[src/rtl/core/wsd_pkg.sv]
// types, codes and helpers shared by the websocket deframer
`timescale 1ns / 1ps

package wsd_pkg;

   // parse phases
   localparam logic [2:0] PH_FIRST   = 3'd0;
   localparam logic [2:0] PH_SECOND  = 3'd1;
   localparam logic [2:0] PH_EXTLEN  = 3'd2;
   localparam logic [2:0] PH_KEY     = 3'd3;
   localparam logic [2:0] PH_PAYLOAD = 3'd4;

   // result kinds
   localparam logic [2:0] KIND_DATA    = 3'd0;
   localparam logic [2:0] KIND_PING    = 3'd1;
   localparam logic [2:0] KIND_PONG    = 3'd2;
   localparam logic [2:0] KIND_CLOSE   = 3'd3;
   localparam logic [2:0] KIND_UNKNOWN = 3'd4;
   localparam logic [2:0] KIND_BADLEN  = 3'd5;

   // opcodes
   localparam logic [3:0] OP_BINARY = 4'd2;
   localparam logic [3:0] OP_CLOSE  = 4'd8;
   localparam logic [3:0] OP_PING   = 4'd9;
   localparam logic [3:0] OP_PONG   = 4'd10;

   // header length codes and byte counts
   localparam logic [6:0] LEN_EXT16   = 7'd126;
   localparam logic [6:0] LEN_EXT64   = 7'd127;
   localparam logic [3:0] EXT16_BYTES = 4'd2;
   localparam logic [3:0] EXT64_BYTES = 4'd8;
   localparam logic [3:0] KEY_BYTES   = 4'd4;

   typedef struct packed {
      logic       valid;
      logic [7:0] data;
   } wsd_beat_type;

   typedef struct packed {
      logic [7:0] out_byte;
      logic       byte_valid;
      logic [2:0] frame_kind;
      logic       frame_end;
      logic       msg_last;
   } wsd_result_type;

   typedef struct packed {
      logic           present;
      wsd_result_type res;
   } wsd_step_type;

   function automatic logic [2:0] wsd_kind_of(input logic [3:0] op);
      logic [2:0] kind;
      if (op <= OP_BINARY) kind = KIND_DATA;
      else if (op == OP_PING) kind = KIND_PING;
      else if (op == OP_PONG) kind = KIND_PONG;
      else if (op == OP_CLOSE) kind = KIND_CLOSE;
      else kind = KIND_UNKNOWN;
      return kind;
   endfunction

endpackage

[src/rtl/core/wsd_req_if.sv]
// stream byte channel into the deframer
`timescale 1ns / 1ps

interface wsd_req_if;
   logic       valid;
   logic       ready;
   logic [7:0] in_byte;

   modport source (output valid, output in_byte, input ready);
   modport sink   (input valid, input in_byte, output ready);
endinterface

[src/rtl/core/wsd_rsp_if.sv]
// result word channel out of the deframer
`timescale 1ns / 1ps

interface wsd_rsp_if;
   logic       valid;
   logic       ready;
   logic [7:0] out_byte;
   logic       byte_valid;
   logic [2:0] frame_kind;
   logic       frame_end;
   logic       msg_last;

   modport source (output valid, output out_byte, output byte_valid, output frame_kind,
                   output frame_end, output msg_last, input ready);
   modport sink   (input valid, input out_byte, input byte_valid, input frame_kind,
                   input frame_end, input msg_last, output ready);
endinterface

[src/rtl/core/wsd_in_stage.sv]
// input register for received stream bytes
`timescale 1ns / 1ps

module wsd_in_stage
   import wsd_pkg::*;
(
   input  logic         clock,
   input  logic         reset,
   wsd_req_if.sink      req_bus,
   input  logic         take,
   output wsd_beat_type beat
);

   logic       valid_ff, valid_in;
   logic [7:0] data_ff;
   logic       accept;

   assign req_bus.ready = !valid_ff || take;
   assign accept        = req_bus.valid && req_bus.ready;

   always_comb begin
      if (accept) valid_in = 1'b1;
      else if (take) valid_in = 1'b0;
      else valid_in = valid_ff;
   end

   always_ff @(posedge clock) begin
      if (reset) begin
         valid_ff <= 1'b0;
      end else begin
         valid_ff <= valid_in;
      end
   end

   always_ff @(posedge clock) begin
      if (accept) begin
         data_ff <= req_bus.in_byte;
      end
   end

   assign beat.valid = valid_ff;
   assign beat.data  = data_ff;

endmodule

[src/rtl/core/wsd_parser.sv]
// frame header parser, unmasking and result building
`timescale 1ns / 1ps

module wsd_parser
   import wsd_pkg::*;
(
   input  logic         clock,
   input  logic         reset,
   input  logic         take,
   input  wsd_beat_type beat,
   output wsd_step_type step
);

   logic [2:0]  phase_ff, phase_in;
   logic [3:0]  hcount_ff, hcount_in;
   logic [3:0]  opcode_ff, opcode_in;
   logic        fin_ff, fin_in;
   logic        mask_ff, mask_in;
   logic [63:0] remaining_ff, remaining_in;
   logic [31:0] key_ff, key_in;
   logic [1:0]  key_index_ff, key_index_in;
   logic        bad_ff, bad_in;

   logic        after_len, hdr_done;
   logic [63:0] len_val, rem_shift, rem_dec;
   logic [3:0]  hcount_dec;
   logic [2:0]  kind;
   logic [7:0]  key_byte, pay_byte;
   logic        last;

   always_comb begin
      unique case (key_index_ff)
         2'd0: key_byte = key_ff[31:24];
         2'd1: key_byte = key_ff[23:16];
         2'd2: key_byte = key_ff[15:8];
         2'd3: key_byte = key_ff[7:0];
      endcase
   end

   always_comb begin
      phase_in     = phase_ff;
      hcount_in    = hcount_ff;
      opcode_in    = opcode_ff;
      fin_in       = fin_ff;
      mask_in      = mask_ff;
      remaining_in = remaining_ff;
      key_in       = key_ff;
      key_index_in = key_index_ff;
      bad_in       = bad_ff;
      step         = '0;
      after_len    = 1'b0;
      hdr_done     = 1'b0;
      len_val      = remaining_ff;
      kind         = wsd_kind_of(opcode_ff);
      rem_shift    = {remaining_ff[55:0], beat.data};
      hcount_dec   = hcount_ff - 4'd1;
      rem_dec      = (remaining_ff != 64'd0) ? remaining_ff - 64'd1 : remaining_ff;
      last         = (rem_dec == 64'd0);
      pay_byte     = mask_ff ? (beat.data ^ key_byte) : beat.data;

      if (take && !bad_ff) begin
         unique case (phase_ff)
            PH_FIRST: begin
               fin_in    = beat.data[7];
               opcode_in = beat.data[3:0];
               phase_in  = PH_SECOND;
            end
            PH_SECOND: begin
               mask_in      = beat.data[7];
               remaining_in = 64'd0;
               if (!beat.data[7]) key_in = 32'd0;
               if (beat.data[6:0] == LEN_EXT16) begin
                  hcount_in = EXT16_BYTES;
                  phase_in  = PH_EXTLEN;
               end else if (beat.data[6:0] == LEN_EXT64) begin
                  hcount_in = EXT64_BYTES;
                  phase_in  = PH_EXTLEN;
               end else begin
                  remaining_in = {57'd0, beat.data[6:0]};
                  len_val      = {57'd0, beat.data[6:0]};
                  after_len    = 1'b1;
               end
            end
            PH_EXTLEN: begin
               remaining_in = rem_shift;
               hcount_in    = hcount_dec;
               len_val      = rem_shift;
               if (hcount_dec == 4'd0) begin
                  if (rem_shift[63]) begin
                     bad_in   = 1'b1;
                     phase_in = PH_FIRST;
                     step.present        = 1'b1;
                     step.res.frame_kind = KIND_BADLEN;
                     step.res.frame_end  = 1'b1;
                  end else begin
                     after_len = 1'b1;
                  end
               end
            end
            PH_KEY: begin
               key_in    = {key_ff[23:0], beat.data};
               hcount_in = hcount_dec;
               if (hcount_dec == 4'd0) hdr_done = 1'b1;
            end
            PH_PAYLOAD: begin
               key_index_in = key_index_ff + 2'd1;
               remaining_in = rem_dec;
               if (last) phase_in = PH_FIRST;
               if (kind == KIND_DATA || kind == KIND_PING) begin
                  step.present        = 1'b1;
                  step.res.out_byte   = pay_byte;
                  step.res.byte_valid = 1'b1;
                  step.res.frame_kind = kind;
                  step.res.frame_end  = last;
                  step.res.msg_last   = last && fin_ff && (kind == KIND_DATA);
               end else if (last) begin
                  step.present        = 1'b1;
                  step.res.frame_kind = kind;
                  step.res.frame_end  = 1'b1;
               end
            end
            default: begin
               phase_in = PH_FIRST;
            end
         endcase
      end

      // length known: key bytes follow or the header is complete
      if (after_len) begin
         if (mask_in) begin
            phase_in  = PH_KEY;
            hcount_in = KEY_BYTES;
            key_in    = 32'd0;
         end else begin
            hdr_done = 1'b1;
         end
      end

      if (hdr_done) begin
         key_index_in = 2'd0;
         if (len_val != 64'd0) begin
            phase_in = PH_PAYLOAD;
         end else begin
            phase_in = PH_FIRST;
            if (kind != KIND_DATA || fin_ff) begin
               step.present        = 1'b1;
               step.res.frame_kind = kind;
               step.res.frame_end  = 1'b1;
               step.res.msg_last   = (kind == KIND_DATA);
            end
         end
      end
   end

   always_ff @(posedge clock) begin
      if (reset) begin
         phase_ff     <= PH_FIRST;
         hcount_ff    <= 4'd0;
         opcode_ff    <= 4'd0;
         fin_ff       <= 1'b0;
         mask_ff      <= 1'b0;
         remaining_ff <= 64'd0;
         key_ff       <= 32'd0;
         key_index_ff <= 2'd0;
         bad_ff       <= 1'b0;
      end else begin
         phase_ff     <= phase_in;
         hcount_ff    <= hcount_in;
         opcode_ff    <= opcode_in;
         fin_ff       <= fin_in;
         mask_ff      <= mask_in;
         remaining_ff <= remaining_in;
         key_ff       <= key_in;
         key_index_ff <= key_index_in;
         bad_ff       <= bad_in;
      end
   end

endmodule

[src/rtl/core/wsd_out_stage.sv]
// result register and flow control toward the result channel
`timescale 1ns / 1ps

module wsd_out_stage
   import wsd_pkg::*;
(
   input  logic         clock,
   input  logic         reset,
   input  wsd_beat_type beat,
   input  wsd_step_type step,
   output logic         take,
   wsd_rsp_if.source    rsp_bus
);

   logic           valid_ff, valid_in;
   wsd_result_type result_ff;

   // a pending byte moves on once the result slot is free or draining
   assign take = beat.valid && (!valid_ff || rsp_bus.ready);

   always_comb begin
      if (take) valid_in = step.present;
      else if (rsp_bus.ready) valid_in = 1'b0;
      else valid_in = valid_ff;
   end

   always_ff @(posedge clock) begin
      if (reset) begin
         valid_ff <= 1'b0;
      end else begin
         valid_ff <= valid_in;
      end
   end

   always_ff @(posedge clock) begin
      if (take && step.present) begin
         result_ff <= step.res;
      end
   end

   assign rsp_bus.valid      = valid_ff;
   assign rsp_bus.out_byte   = result_ff.out_byte;
   assign rsp_bus.byte_valid = result_ff.byte_valid;
   assign rsp_bus.frame_kind = result_ff.frame_kind;
   assign rsp_bus.frame_end  = result_ff.frame_end;
   assign rsp_bus.msg_last   = result_ff.msg_last;

endmodule

[src/rtl/core/websocket_frame_deframer.sv]
// top level of the websocket receive frame deframer
// data path: input register for the accepted byte, result register for its word
// throughput: one byte per cycle unless the result stalls, set by the combinational
//   parse step between both registers; a stalled result holds one byte behind it
// reset: synchronous active-high reset returns the parser to the first header byte,
//   clears the sticky bad-length flag and empties both registers
`timescale 1ns / 1ps

module websocket_frame_deframer
   import wsd_pkg::*;
(
   input  logic      clock,
   input  logic      reset,
   wsd_req_if.sink   req_bus,
   wsd_rsp_if.source rsp_bus
);

   // byte held in the input register, and the step it produces
   wsd_beat_type beat;
   wsd_step_type step;
   // parse step fires when a byte is held and the result slot can take its word
   logic         take;

   // input register: ready whenever it is empty or its byte moves on this cycle
   wsd_in_stage u_in_stage (
      .clock   (clock),
      .reset   (reset),
      .req_bus (req_bus),
      .take    (take),
      .beat    (beat)
   );

   // header parse, length count, key capture and payload unmasking;
   // header bytes and dropped control payload give no word, but for end and bad-length events
   wsd_parser u_parser (
      .clock (clock),
      .reset (reset),
      .take  (take),
      .beat  (beat),
      .step  (step)
   );

   // result register drives the result channel and backpressures the parser
   wsd_out_stage u_out_stage (
      .clock   (clock),
      .reset   (reset),
      .beat    (beat),
      .step    (step),
      .take    (take),
      .rsp_bus (rsp_bus)
   );

endmodule

[src/flat_wrapper.sv]
// flat-port wrapper written by rule: the top's interface ports become plain ports
module websocket_frame_deframer_flat import wsd_pkg::*;
  (clock, reset, req_bus_valid, req_bus_in_byte, req_bus_ready, rsp_bus_valid, rsp_bus_out_byte, rsp_bus_byte_valid, rsp_bus_frame_kind, rsp_bus_frame_end, rsp_bus_msg_last, rsp_bus_ready);
  wsd_req_if req_bus_i ();
  wsd_rsp_if rsp_bus_i ();
  input  logic clock;
  input  logic reset;
  input wire logic [$bits(req_bus_i.valid)-1:0] req_bus_valid;
  input wire logic [$bits(req_bus_i.in_byte)-1:0] req_bus_in_byte;
  output wire logic [$bits(req_bus_i.ready)-1:0] req_bus_ready;
  output wire logic [$bits(rsp_bus_i.valid)-1:0] rsp_bus_valid;
  output wire logic [$bits(rsp_bus_i.out_byte)-1:0] rsp_bus_out_byte;
  output wire logic [$bits(rsp_bus_i.byte_valid)-1:0] rsp_bus_byte_valid;
  output wire logic [$bits(rsp_bus_i.frame_kind)-1:0] rsp_bus_frame_kind;
  output wire logic [$bits(rsp_bus_i.frame_end)-1:0] rsp_bus_frame_end;
  output wire logic [$bits(rsp_bus_i.msg_last)-1:0] rsp_bus_msg_last;
  input wire logic [$bits(rsp_bus_i.ready)-1:0] rsp_bus_ready;
  assign req_bus_i.valid = req_bus_valid;
  assign req_bus_i.in_byte = req_bus_in_byte;
  assign req_bus_ready = req_bus_i.ready;
  assign rsp_bus_valid = rsp_bus_i.valid;
  assign rsp_bus_out_byte = rsp_bus_i.out_byte;
  assign rsp_bus_byte_valid = rsp_bus_i.byte_valid;
  assign rsp_bus_frame_kind = rsp_bus_i.frame_kind;
  assign rsp_bus_frame_end = rsp_bus_i.frame_end;
  assign rsp_bus_msg_last = rsp_bus_i.msg_last;
  assign rsp_bus_i.ready = rsp_bus_ready;
  websocket_frame_deframer u_core (.clock(clock), .reset(reset), .req_bus(req_bus_i), .rsp_bus(rsp_bus_i));
endmodule
[config.mk]
export PLATFORM = sky130hd
export DESIGN_NAME = websocket_frame_deframer_flat
export DESIGN_NICKNAME = d
export VERILOG_FILES = /design/src/rtl/core/wsd_pkg.sv /design/src/rtl/core/wsd_req_if.sv /design/src/rtl/core/wsd_rsp_if.sv /design/src/rtl/core/wsd_in_stage.sv /design/src/rtl/core/wsd_parser.sv /design/src/rtl/core/wsd_out_stage.sv /design/src/rtl/core/websocket_frame_deframer.sv /design/src/flat_wrapper.sv
export SDC_FILE = /design/constraint.sdc
export NUM_CORES = 1
export LEC_CHECK = 0
export BUFFER_PORTS_ARGS = -buffer_cell sky130_fd_sc_hd__buf_4
export CORE_MARGIN = 5
export CORE_UTILIZATION = 45
export DETAILED_ROUTE_END_ITERATION = 10
export GPL_TIMING_DRIVEN = 0
export PLACE_DENSITY = 0.63
export SLEW_MARGIN = 20
export SYNTH_ARGS = -nofsm -noshare
export SYNTH_HDL_FRONTEND = slang
export SYNTH_SLANG_ARGS = --single-unit
[constraint.sdc]
create_clock -name clock -period 5.45 [get_ports clock]
set_clock_uncertainty 0.05 [all_clocks]
set_input_delay 0.2725 -clock clock [delete_from_list [all_inputs] [get_ports clock]]
set_output_delay 0.2725 -clock clock [all_outputs]
set_load 0.05 [all_outputs]
==> results.md, run 1 <==
* Startpoint Class: flip-flop
* Worst-path clk slew at 70 ps
* First-pass GRT wire length at 55.8 mm
* Critical path type: flip-flop to flip-flop
* Min cycle time layout at 5090 ps
* Crit path cell chain: clkbuf_1 > nor3_2 > nand4_1 > nor2_1 > nand3_2 > buf_2 > a221oi_1 > nand4_1 > nor4_2 > a31oi_1 > nand2_1
* Placed inst area at 9200 µm²
* Cts bufs inserted at 17
* DP Worst Slack at -102 ps
* Clk_lat worst skew at 440 ps
* Crit path from: u_core.u_parser.remaining_ff[19]
* Die Wd at 149 µm
* Mapped Nets at 1154
* Detailed placement HPWL at 26.4 mm
* Layout cells sized above 1 at 9.65%
* Most frequent cells in the layout: nor2_1, nand2_1, dfxtp_1
* Async set-reset flop share out of synthesis at 0%
* RSZ-0062 raised after global routing: false
* # DRC at 0
* Register area share after synthesis at 34.0%
* N_diodes at 0
* Area grow syn2layout at 14.3%
* Pint at 0.00203 W
* Clock power frac at 35.1%
* Number of global-route vias before repair at 8799
* Power Dens Cells at 347 nW/µm²
* Num Clock Sinks at 136
* Layout Cells excl Fill at 1462
* GRT overflow at 0
* PortBufs at 27
* Clock Tree Buf Depth at 2
* Commonest non-fill, non-tap cell in the layout: nor2_1
* Max-cap viol count at 0
* F_max at 196 MHz
* Mapped Cells at 1134
* Initial core utilization at 46.0%
* Synthesized cell area at 8660 µm²
* Initial DRT Pass Iterations at 6
* Gpl congestion at 0.997
* Family with the most delay on the worst path: simple AND/OR/NAND/NOR gates
* Least-Margin Pin Slew at 1020 ps
* Fill count at 1840
* Most frequent CP cell: nand4_1
* CTS Root Cell: clkbuf_16
* Rows at 50
* Die H at 149 µm
* Setup TNS at 0 ps
* Crit path capture: u_core.u_out_stage.rsp_bus.out_byte[3]
* Worst hold path type: input pin to flip-flop
* Sequential share of power at 30.9%
* Outcome: finished, final reports clean
* Rel. slew slack at 31.5%
* Critical-path top delay cell: nor2_1
* Reg-to-reg critical path startpoint: u_core.u_parser.remaining_ff[19]
* Die area at 22100 µm²
* Core area at 18800 µm²
* Final WL at 36.8 mm
* H-tree levels at 4
* DRT iter0 DRCs at 1446
* Top FF cell, synth: dfxtp_1
* Initial antenna violation count at 2
* Setup ws final at 359 ps
* Distinct cells, synth at 84
* Dpl cells at 1421
* Switching share of power at 41.0%
* Final setup fails at 0
* Syn avg cell area at 7.64 µm²
* Register Area at 2940 µm²
* CTS tree: yes
* Synth warn at 0
* Worst-path maximum fanout at 14
* Critical Path AT at 5110 ps
* FF-to-FF path depth at 11
* Number of nets in the layout at 1209
* Leakage at 3.55 nW
* Reg2reg end: u_core.u_out_stage.rsp_bus.out_byte[3]
* Antenna viol nets, final at 0
* Via density per instance at 6.50
* Worst EP required at 5470 ps
* Fin crit share at 93.4%
* Reg2Reg Setup Slack at 360 ps
* FF+latch count, synth at 136
* Pin count of the biggest net entering global routing at 18
* Routed len/inst at 25.2 µm
* Comb power frac at 34.0%
* Worst Setup End Kind: flip-flop
* Number of stages on the worst setup path at 11
* Peak VDD IR at 247 µV
* Io pins at 28
* Hold Vio Cnt, Final at 0
* Post-route cell area at 9900 µm²
* Max incr delay on CP at 700 ps
* All-Layer GR Usage at 33.3%
* Vias at 9501
* Multi-input combinational cell area at 5200 µm²
* Max Slew Vio Count at 0
* EDFF count, synth at 22
* CP bufs+invs at 2
* Switch Pwr at 0.00141 W
==> cell type report <==
type	count	share of cell area [%]
Timing Repair Buffer	36	2.96
Tap cell	260	3.28
Clock buffer	17	4.30
Clock inverter	15	1.81
Inverter	19	0.720
Buffer	107	4.67
Sequential cell	136	29.7
Multi-Input combinational cell	872	52.6
==> how the worst min path moves through the flow <==
stage                                   from  cells after the start                           end  slack [ps]
after floorplan           req_bus_in_byte[0]                      0  u_core.u_in_stage.data_ff[0]         320
after global routing           rsp_bus_ready                      4    u_core.u_in_stage.valid_ff         140
after detailed placement  req_bus_in_byte[6]                      1  u_core.u_in_stage.data_ff[6]         400
after global placement    req_bus_in_byte[5]                      1  u_core.u_in_stage.data_ff[5]         400
final                          rsp_bus_ready                      4    u_core.u_in_stage.valid_ff         130
after CTS                      rsp_bus_ready                      4    u_core.u_in_stage.valid_ff         120
==> power groups by stage <==
stage | registers (W) | logic [W] | clock network [W]
after global routing | 0.00107 | 0.00124 | 0.00125
final | 0.00106 | 0.00117 | 0.00121
after floorplan | 0.00108 | 0.000755 | 0
after global placement | 0.00109 | 0.00112 | 0
after detailed placement | 0.00109 | 0.00111 | 0
after CTS | 0.00106 | 0.00112 | 0.00121
==> repair_timing <==
action / 4_1_cts / 5_1_grt
hold buffers: 9 / 0
endpoints found under the setup margin: 14 / 14
setup buffers: 0 / 0
resized for setup: 1 / 1
hold endpoints to repair: 9 / 0
==> cells in the mapped netlist (4+ instances only) <==
| library cell | n | area (µm²) |
|---|---|---|
| nor4_2 | 4 | 50.1 |
| nand3_1 | 32 | 160 |
| and2_1 | 7 | 43.8 |
| dfxtp_1 | 114 | 2280 |
| o211ai_1 | 5 | 37.5 |
| nand4_1 | 15 | 93.8 |
| a211oi_1 | 10 | 75.1 |
| or3_1 | 13 | 81.3 |
| or4_1 | 16 | 120 |
| a21oi_1 | 63 | 315 |
| a32o_1 | 6 | 60.1 |
| o21ai_0 | 78 | 390 |
| nand3_2 | 4 | 40.0 |
| a22oi_1 | 50 | 375 |
| a32oi_1 | 5 | 43.8 |
| nor4b_1 | 5 | 43.8 |
| o31ai_1 | 9 | 67.6 |
| a31oi_1 | 10 | 62.6 |
| xnor2_1 | 19 | 166 |
| nor4_1 | 27 | 169 |
| edfxtp_1 | 22 | 661 |
| o31a_1 | 4 | 35.0 |
| and3_1 | 5 | 31.3 |
| clkbuf_1 | 88 | 330 |
| buf_6 | 6 | 67.6 |
| nor2_1 | 173 | 649 |
| ha_1 | 8 | 100 |
| inv_1 | 19 | 71.3 |
| a21o_1 | 4 | 30.0 |
| nor3_1 | 58 | 290 |
| nand2_1 | 115 | 432 |
| a222oi_1 | 8 | 80.1 |
| nor2b_1 | 6 | 37.5 |
| xor2_1 | 16 | 140 |
| buf_2 | 6 | 30.0 |
| buf_1 | 4 | 15.0 |
| nand2b_1 | 8 | 50.1 |
| a221oi_1 | 21 | 184 |
==> sequential cells by signal (all words and copies together), names as in the netlist <==
signal	cells
u_core.u_parser.hcount_ff	4
u_core.u_in_stage.data_ff	8
u_core.u_in_stage.valid_ff	1
u_core.u_parser.phase_ff	3
u_core.u_parser.opcode_ff	4
u_core.u_out_stage.rsp_bus.byte_valid	1
u_core.u_parser.remaining_ff	64
u_core.u_out_stage.rsp_bus.frame_kind	3
u_core.u_out_stage.rsp_bus.msg_last	1
u_core.u_parser.key_index_ff	2
u_core.u_parser.fin_ff	1
u_core.u_parser.key_ff	32
u_core.u_out_stage.rsp_bus.valid	1
u_core.u_parser.mask_ff	1
u_core.u_out_stage.rsp_bus.frame_end	1
u_core.u_out_stage.rsp_bus.out_byte	8
u_core.u_parser.bad_ff	1
==> worst register-to-register path, stage by stage, from the launching register on <==
cell and delay [ps]:
dfxtp_1 300, clkbuf_1 290, nor3_2 590, nand4_1 240, nor2_1 700, nand3_2 300, buf_2 330, a221oi_1 450
nand4_1 180, nor4_2 520, a31oi_1 240, nand2_1 530
==> routing by layer <==
metal	global-route usage (%)	share of wire [%]	wire (µm)
met1	47.3	42	15500
met2	47.2	41	15100
met3	9.15	12	4430
met4	14.2	4.7	1710
met5	0	0.057	21
==> through the flow <==
step	total power (W)	hold WS [ps]	util, %
global route	0.00356	144	52.6
global placement	0.00221	401	48.8
floorplan	0.00183	321	-
finish	0.00344	126	52.6
detailed placement	0.00220	402	48.8
CTS	0.00340	121	52.6
==> cell families (layout without fill, tap and decap cells) <==
group / Yosys count / count (layout) / synth area share [%]
AO/OA/AOI/OAI: 304 / 304 / 23.8
XOR/XNOR: 35 / 35 / 3.54
adder cells (fa/ha/maj): 8 / 8 / 1.16
buffers and inverters: 126 / 194 / 6.17
flip-flops: 136 / 136 / 34.0
multiplexers: 3 / 3 / 0.361
AND/OR/NAND/NOR: 522 / 522 / 31.0
Note: power is estimated with default switching activity, not from simulation.
==> run 2: changes to the inputs <==
--- a/config.mk
+++ b/config.mk
@@ -6,6 +6,7 @@
 export NUM_CORES = 1
 export LEC_CHECK = 0
 export BUFFER_PORTS_ARGS = -buffer_cell sky130_fd_sc_hd__buf_4
+export CORE_ASPECT_RATIO = 1.2
 export CORE_MARGIN = 5
 export CORE_UTILIZATION = 45
 export DETAILED_ROUTE_END_ITERATION = 10
==> results.md, run 2 (synthesis gave the netlist of run 1 again) <==
* Outcome: finished, final reports clean
* Number of global-route vias before repair at 9162 (+4.1%)
* Worst hold path type: input pin to flip-flop
* Num Clock Sinks at 136 (unchanged)
* Routed len/inst at 25.1 µm (-0.52%)
* Placed inst area at 9200 µm² (about the same)
* Post CTS Setup Buffer Count at 0 (unchanged)
* First-pass GRT wire length at 54.7 mm (-1.9%)
* Peak VDD IR at 238 µV (-3.9%)
* Final setup fails at 0 (unchanged)
* Max-cap viol count at 0 (unchanged)
* Fill count at 1911 (+3.9%)
* Rel. slew slack at 20.1% (-11 points)
* Pin count of the biggest net entering global routing at 17 (-1)
* Fin Hold WS at 7.08 ps (-119 ps)
* Antenna viol nets, final at 0 (unchanged)
* Critical-path top delay cell: nor4_2
* Most flops, register: u_core.u_parser.remaining_ff
* Die Wd at 137 µm (-8.1%)
* Worst Setup End Kind: flip-flop
* Leakage at 3.52 nW (-0.79%)
* Overall Power at 0.00338 W (-1.8%)
* Max incr delay on CP at 570 ps (-130 ps)
* All-Layer GR Usage at 32.8% (-0.47 points)
* Critical path type: flip-flop to flip-flop
* Min cycle time layout at 5160 ps (+67.9 ps)
* DRT iter0 DRCs at 1224 (-15%)
* Max Slew Vio Count at 0 (unchanged)
* Post-route cell area at 9860 µm² (-0.43%)
* Family with the most delay on the worst path: simple AND/OR/NAND/NOR gates
* Least-Margin Pin Slew at 1190 ps (+169 ps)
* Max reg flops at 64 (unchanged)
* Core area at 18900 µm² (+0.50%)
* H-tree levels at 4 (unchanged)
* Number of nets in the layout at 1209 (unchanged)
* Initial antenna violation count at 0 (-2)
* Cts bufs inserted at 17 (unchanged)
* Critical Path AT at 5180 ps (+70 ps)
* Io pins at 28 (unchanged)
* Layout Cells excl Fill at 1458 (-0.27%)
* Worst EP required at 5470 ps (about the same)
* Initial DRT Pass Iterations at 8 (+2)
* Detailed placement HPWL at 26.1 mm (-1.1%)
* Via density per instance at 6.58 (+1.3%)
* N_diodes at 0 (unchanged)
* Vias at 9600 (+1.0%)
* PortBufs at 27 (unchanged)
* Gpl congestion at 1.05 (+5.4%)
* # DRC at 0 (unchanged)
* Util after Layout at 52.1% (-0.49 points)
* Hold Vio Cnt, Final at 0 (unchanged)
* Reg2Reg Setup Slack at 290 ps (-70 ps)
* GRT overflow at 0 (unchanged)
* Startpoint Class: flip-flop
* Fin crit share at 94.7% (+1.2 points)
* Rows at 55 (+10%)
* F_max at 194 MHz (-1.3%)
* Most frequent cells in the layout: nor2_1, nand2_1, dfxtp_1
* Crit path cell chain: clkbuf_2 > inv_1 > ha_1 > or3b_2 > clkbuf_1 > nor4_2 > o31a_1 > nor4b_4 > xnor2_1 > nand3_1 > nor4_2 > a31oi_1 > nand2_1
* Most frequent CP cell: nor4_2
* Die area at 22100 µm² (about the same)
* CTS tree: yes
* Final WL at 36.5 mm (-0.79%)
* Die H at 162 µm (+8.9%)
* Power Dens Cells at 343 nW/µm² (-1.4%)
* Worst-path maximum fanout at 14 (unchanged)
* Layout cells sized above 1 at 9.65% (unchanged)
* CTS Root Cell: clkbuf_16
* Area grow syn2layout at 13.8%
* Commonest non-fill, non-tap cell in the layout: nor2_1
* Largest registers: u_core.u_parser.remaining_ff x64, u_core.u_parser.key_ff x32
* Clk_lat worst skew at 430 ps (about the same)
* Clock Tree Buf Depth at 2 (unchanged)
* Initial core utilization at 45.8% (-0.23 points)
* Dpl cells at 1418 (-0.21%)
* CP bufs+invs at 3 (+1)
* Worst-path clk slew at 70 ps (about the same)
* RSZ-0062 raised after global routing: false
run 2: cell count changes in the layout (fill, tap and decap cells not counted):
cell,delta
clkinv_8,-5
inv_6,+5
clkinvlp_4,+4
inv_8,-4
inv_4,-2
buf_4,+1
bufinv_16,+1
clkbuf_1,+1
clkinv_2,+1
clkinv_4,-1
dlygate4sd3_1,-1
run 2: worst paths after layout:
path,startpoint,endpoint,cells after the start
setup / recovery,u_core.u_parser.remaining_ff[1],u_core.u_out_stage.rsp_bus.msg_last,13
hold / removal,req_bus_valid,u_core.u_in_stage.valid_ff,3
setup reg to reg,u_core.u_parser.remaining_ff[1],u_core.u_out_stage.rsp_bus.msg_last,13
hold reg to reg,u_core.u_parser.fin_ff,u_core.u_parser.fin_ff,2
run 2: repair_timing:
item,CTS,global route
hold buffers,8,0
endpoints found under the setup margin,14,14
cloned,0,0
resized for setup,1,1
pin swaps,0,0
endpoints found under the hold margin,8,0
run 2: cell type report:
class	count	area [µm²]	share of cell area, %
buffer	107	463	4.69
clock buffer	18	429	4.35
clock inverter	14	140	1.42
inverter	19	71.3	0.723
multi-input combinational	872	5200	52.8
sequential	136	2940	29.8
tap	256	320	3.25
timing repair buffer	36	290	2.94
run 2: metal layers:
metal	global-route usage [%]	routed length [µm]	vias to the layer above
li1	-	-	4293
met1	38.8	13500	4489
met2	53.0	16800	622
met3	7.28	3530	196
met4	21.5	2670	0
met5	0	0	-
run 2: stage by stage:
stage	TNS, ps	setup slack, ps
3_3_place_gp	-2020	-145
3_5_place_dp	-1680	-120
2_1_floorplan	0	1590
5_1_grt	0	188
6_report	0	291
4_1_cts	0	145
run 2: worst register-to-register path: stages, from the launching register on:
cell	delay [ps]
dfxtp_1	300
clkbuf_2	170
inv_1	130
ha_1	300
or3b_2	460
clkbuf_1	220
nor4_2	510
o31a_1	520
nor4b_4	350
xnor2_1	200
nand3_1	200
nor4_2	570
a31oi_1	290
nand2_1	530
run 2: where the power goes:
part	switching, W	internal, W	total, W
clock network	0.000524	0.000642	0.00117
logic	0.000780	0.000366	0.00115
registers	0.0000252	0.00104	0.00107
==> run 3: changes to the inputs <==
--- a/config.mk
+++ b/config.mk
@@ -16,3 +16,4 @@
 export SYNTH_ARGS = -nofsm -noshare
 export SYNTH_HDL_FRONTEND = slang
 export SYNTH_SLANG_ARGS = --single-unit
+export TNS_END_PERCENT = 100
==> constraint.sdc (replaced) <==
create_clock -name clock -period 5.45 [get_ports clock]
set_clock_uncertainty 0.05 [all_clocks]
set_input_delay 1.09 -clock clock [delete_from_list [all_inputs] [get_ports clock]]
set_output_delay 1.09 -clock clock [all_outputs]
set_load 0.05 [all_outputs]
==> results.md, run 3 (synthesis gave the netlist of run 1 again) <==
* Clk_lat worst skew at 440 ps (about the same)
* Metal3 WL at 3.42 mm (-2.9%)
* Pint at 0.00205 W (-0.19%)
* Fin Hold WS at 441 ps (+434 ps)
* Critical Path AT at 5200 ps (+20 ps)
* Fin crit share at 95.0% (+0.33 points)
* N_diodes at 0 (unchanged)
* Die area at 22100 µm² (unchanged)
* Worst hold path type: flip-flop to flip-flop
* Peak VDD IR at 240 µV (+0.68%)
* Placed inst area at 9200 µm² (unchanged)
* Leakage at 3.49 nW (-0.95%)
* Final WL at 36.4 mm (-0.34%)
* Overall Power at 0.00338 W (about the same)
* First-pass GRT wire length at 54.5 mm (-0.37%)
* PortBufs at 27 (unchanged)
* Startpoint Class: flip-flop
* Least-Margin Pin Slew at 1170 ps (-12.4 ps)
* Switch Pwr at 0.00133 W (+0.16%)
* Antenna viol nets, final at 0 (unchanged)
* Max-cap viol count at 0 (unchanged)
* Most flops, register: u_core.u_parser.remaining_ff
* Die H at 162 µm (unchanged)
* Met1 Routed Length at 13.5 mm (about the same)
* Fill count at 1920 (+0.47%)
* Gpl congestion at 1.05 (unchanged)
* Area grow syn2layout at 12.9%
* Num Clock Sinks at 136 (unchanged)
* CTS tree: yes
* Initial core utilization at 45.8% (unchanged)
* Worst EP required at 5470 ps (about the same)
* Initial DRT Pass Iterations at 9 (+1)
* Largest registers: u_core.u_parser.remaining_ff x64, u_core.u_parser.key_ff x32
* Max reg flops at 64 (unchanged)
* F_max at 193 MHz (-0.35%)
* Die Wd at 137 µm (unchanged)
* Routed len/inst at 25.1 µm (+0.21%)
* Sequential share of power at 31.6% (about the same)
* Hold Vio Cnt, Final at 0 (unchanged)
* Clock power frac at 34.7% (+0.2 points)
* Uppermost layer routed: met4
* Io pins at 28 (unchanged)
* CTS Root Cell: clkbuf_16
* Core area at 18900 µm² (unchanged)
* Multi-input combinational cell area at 5200 µm² (unchanged)
* Cts bufs inserted at 17 (unchanged)
* Detailed placement HPWL at 26.1 mm (unchanged)
* Rel. slew slack at 21.0% (+0.84 points)
* Via density per instance at 6.57 (-0.21%)
* Setup ws final at 272 ps (-18.2 ps)
* Cts hold-fix bufs at 0 (-8)
* Max Slew Vio Count at 0 (unchanged)
* DP Worst Slack at -120 ps (unchanged)
* Commonest non-fill, non-tap cell in the layout: nor2_1
* Layout cells sized above 1 at 9.72% (+0.065 points)
* Outcome: finished, final reports clean
* Most frequent cells in the layout: nor2_1, nand2_1, dfxtp_1
* Power Dens Cells at 345 nW/µm² (+0.77%)
* Initial antenna violation count at 0 (unchanged)
* Final setup fails at 0 (unchanged)
* Number of nets in the layout at 1201 (-0.66%)
* DRT iter0 DRCs at 1164 (-4.9%)
* Number of global-route vias before repair at 9120 (-0.46%)
* Register Area at 2940 µm² (unchanged)
* Vias at 9527 (-0.76%)
* Comb power frac at 33.8% (about the same)
* Rows at 55 (unchanged)
* Switching share of power at 39.4% (+0.082 points)
* Min cycle time layout at 5180 ps (+18.2 ps)
* All-Layer GR Usage at 32.7% (-0.11 points)
* Critical path type: flip-flop to flip-flop
* Metal2 WL at 16.7 mm (-0.63%)
* Post-route cell area at 9780 µm² (-0.81%)
* Worst-path clk slew at 70 ps (about the same)
* Worst Setup End Kind: flip-flop
* H-tree levels at 4 (unchanged)
* GRT overflow at 0 (unchanged)
* Pin count of the biggest net entering global routing at 17 (unchanged)
* # DRC at 0 (unchanged)
* RSZ-0062 raised after global routing: false
* Clock Tree Buf Depth at 2 (unchanged)
* Worst-path maximum fanout at 14 (unchanged)
[run 3: area by class of cell]
type                    instances  area share [%]
inverters                      19           0.729
repair buffers                 28            2.15
clock buffers                  18            4.39
multi-input cells             872            53.2
clock inverters                14            1.43
plain buffers                 107            4.73
flip-flops and latches        136            30.1
well taps                     256            3.27
[run 3: final timing paths]
check | start | endpoint | slack, ps | cells past startpoint
worst max-delay path | u_core.u_parser.remaining_ff[1] | u_core.u_out_stage.rsp_bus.msg_last | 270 | 13
worst min-delay path | u_core.u_parser.fin_ff | u_core.u_parser.fin_ff | 440 | 2
worst max register to register | u_core.u_parser.remaining_ff[1] | u_core.u_out_stage.rsp_bus.msg_last | 270 | 13
worst min register to register | u_core.u_parser.fin_ff | u_core.u_parser.fin_ff | 440 | 2
[run 3: power by group through the flow]
stage	Combinational (W)	Clock (W)	Sequential, W
4_1_cts	0.00109	0.00117	0.00106
3_3_place_gp	0.00109	0	0.00109
2_1_floorplan	0.000755	0	0.00108
5_1_grt	0.00119	0.00122	0.00107
6_report	0.00114	0.00117	0.00107
3_5_place_dp	0.00108	0	0.00109
[run 3: through the flow]
step | TNS [ps] | instances | util, %
detailed placement | -1680 | 1418 | 48.6
global route | 0 | 1450 | 51.7
finish | 0 | 1450 | 51.7
floorplan | 0 | 1134 | -
CTS | 0 | 1450 | 51.7
global placement | -2020 | 1417 | 48.5
[run 3: worst max-delay path: stages (launching register included)]
cell and delay, ps:
dfxtp_1 300, clkbuf_2 170, inv_1 120, ha_1 300, or3b_2 460, clkbuf_1 220, nor4_2 510, o31a_1 520
nor4b_4 340, xnor2_1 220, nand3_1 200, nor4_2 570, a31oi_1 290, nand2_1 530
[run 3: routing by layer]
metal	vias to the layer above	GRT usage [%]
met2	563	52.8
met4	0	21.5
met1	4504	38.7
li1	4267	-
met3	193	7.28
met5	-	0
[run 3: timing repair]
| action | CTS | global route |
|---|---|---|
| setup buffers | 0 | 0 |
| endpoints found under the setup margin | 14 | 14 |
| gates resized for setup | 1 | 1 |
| pin swaps | 0 | 0 |
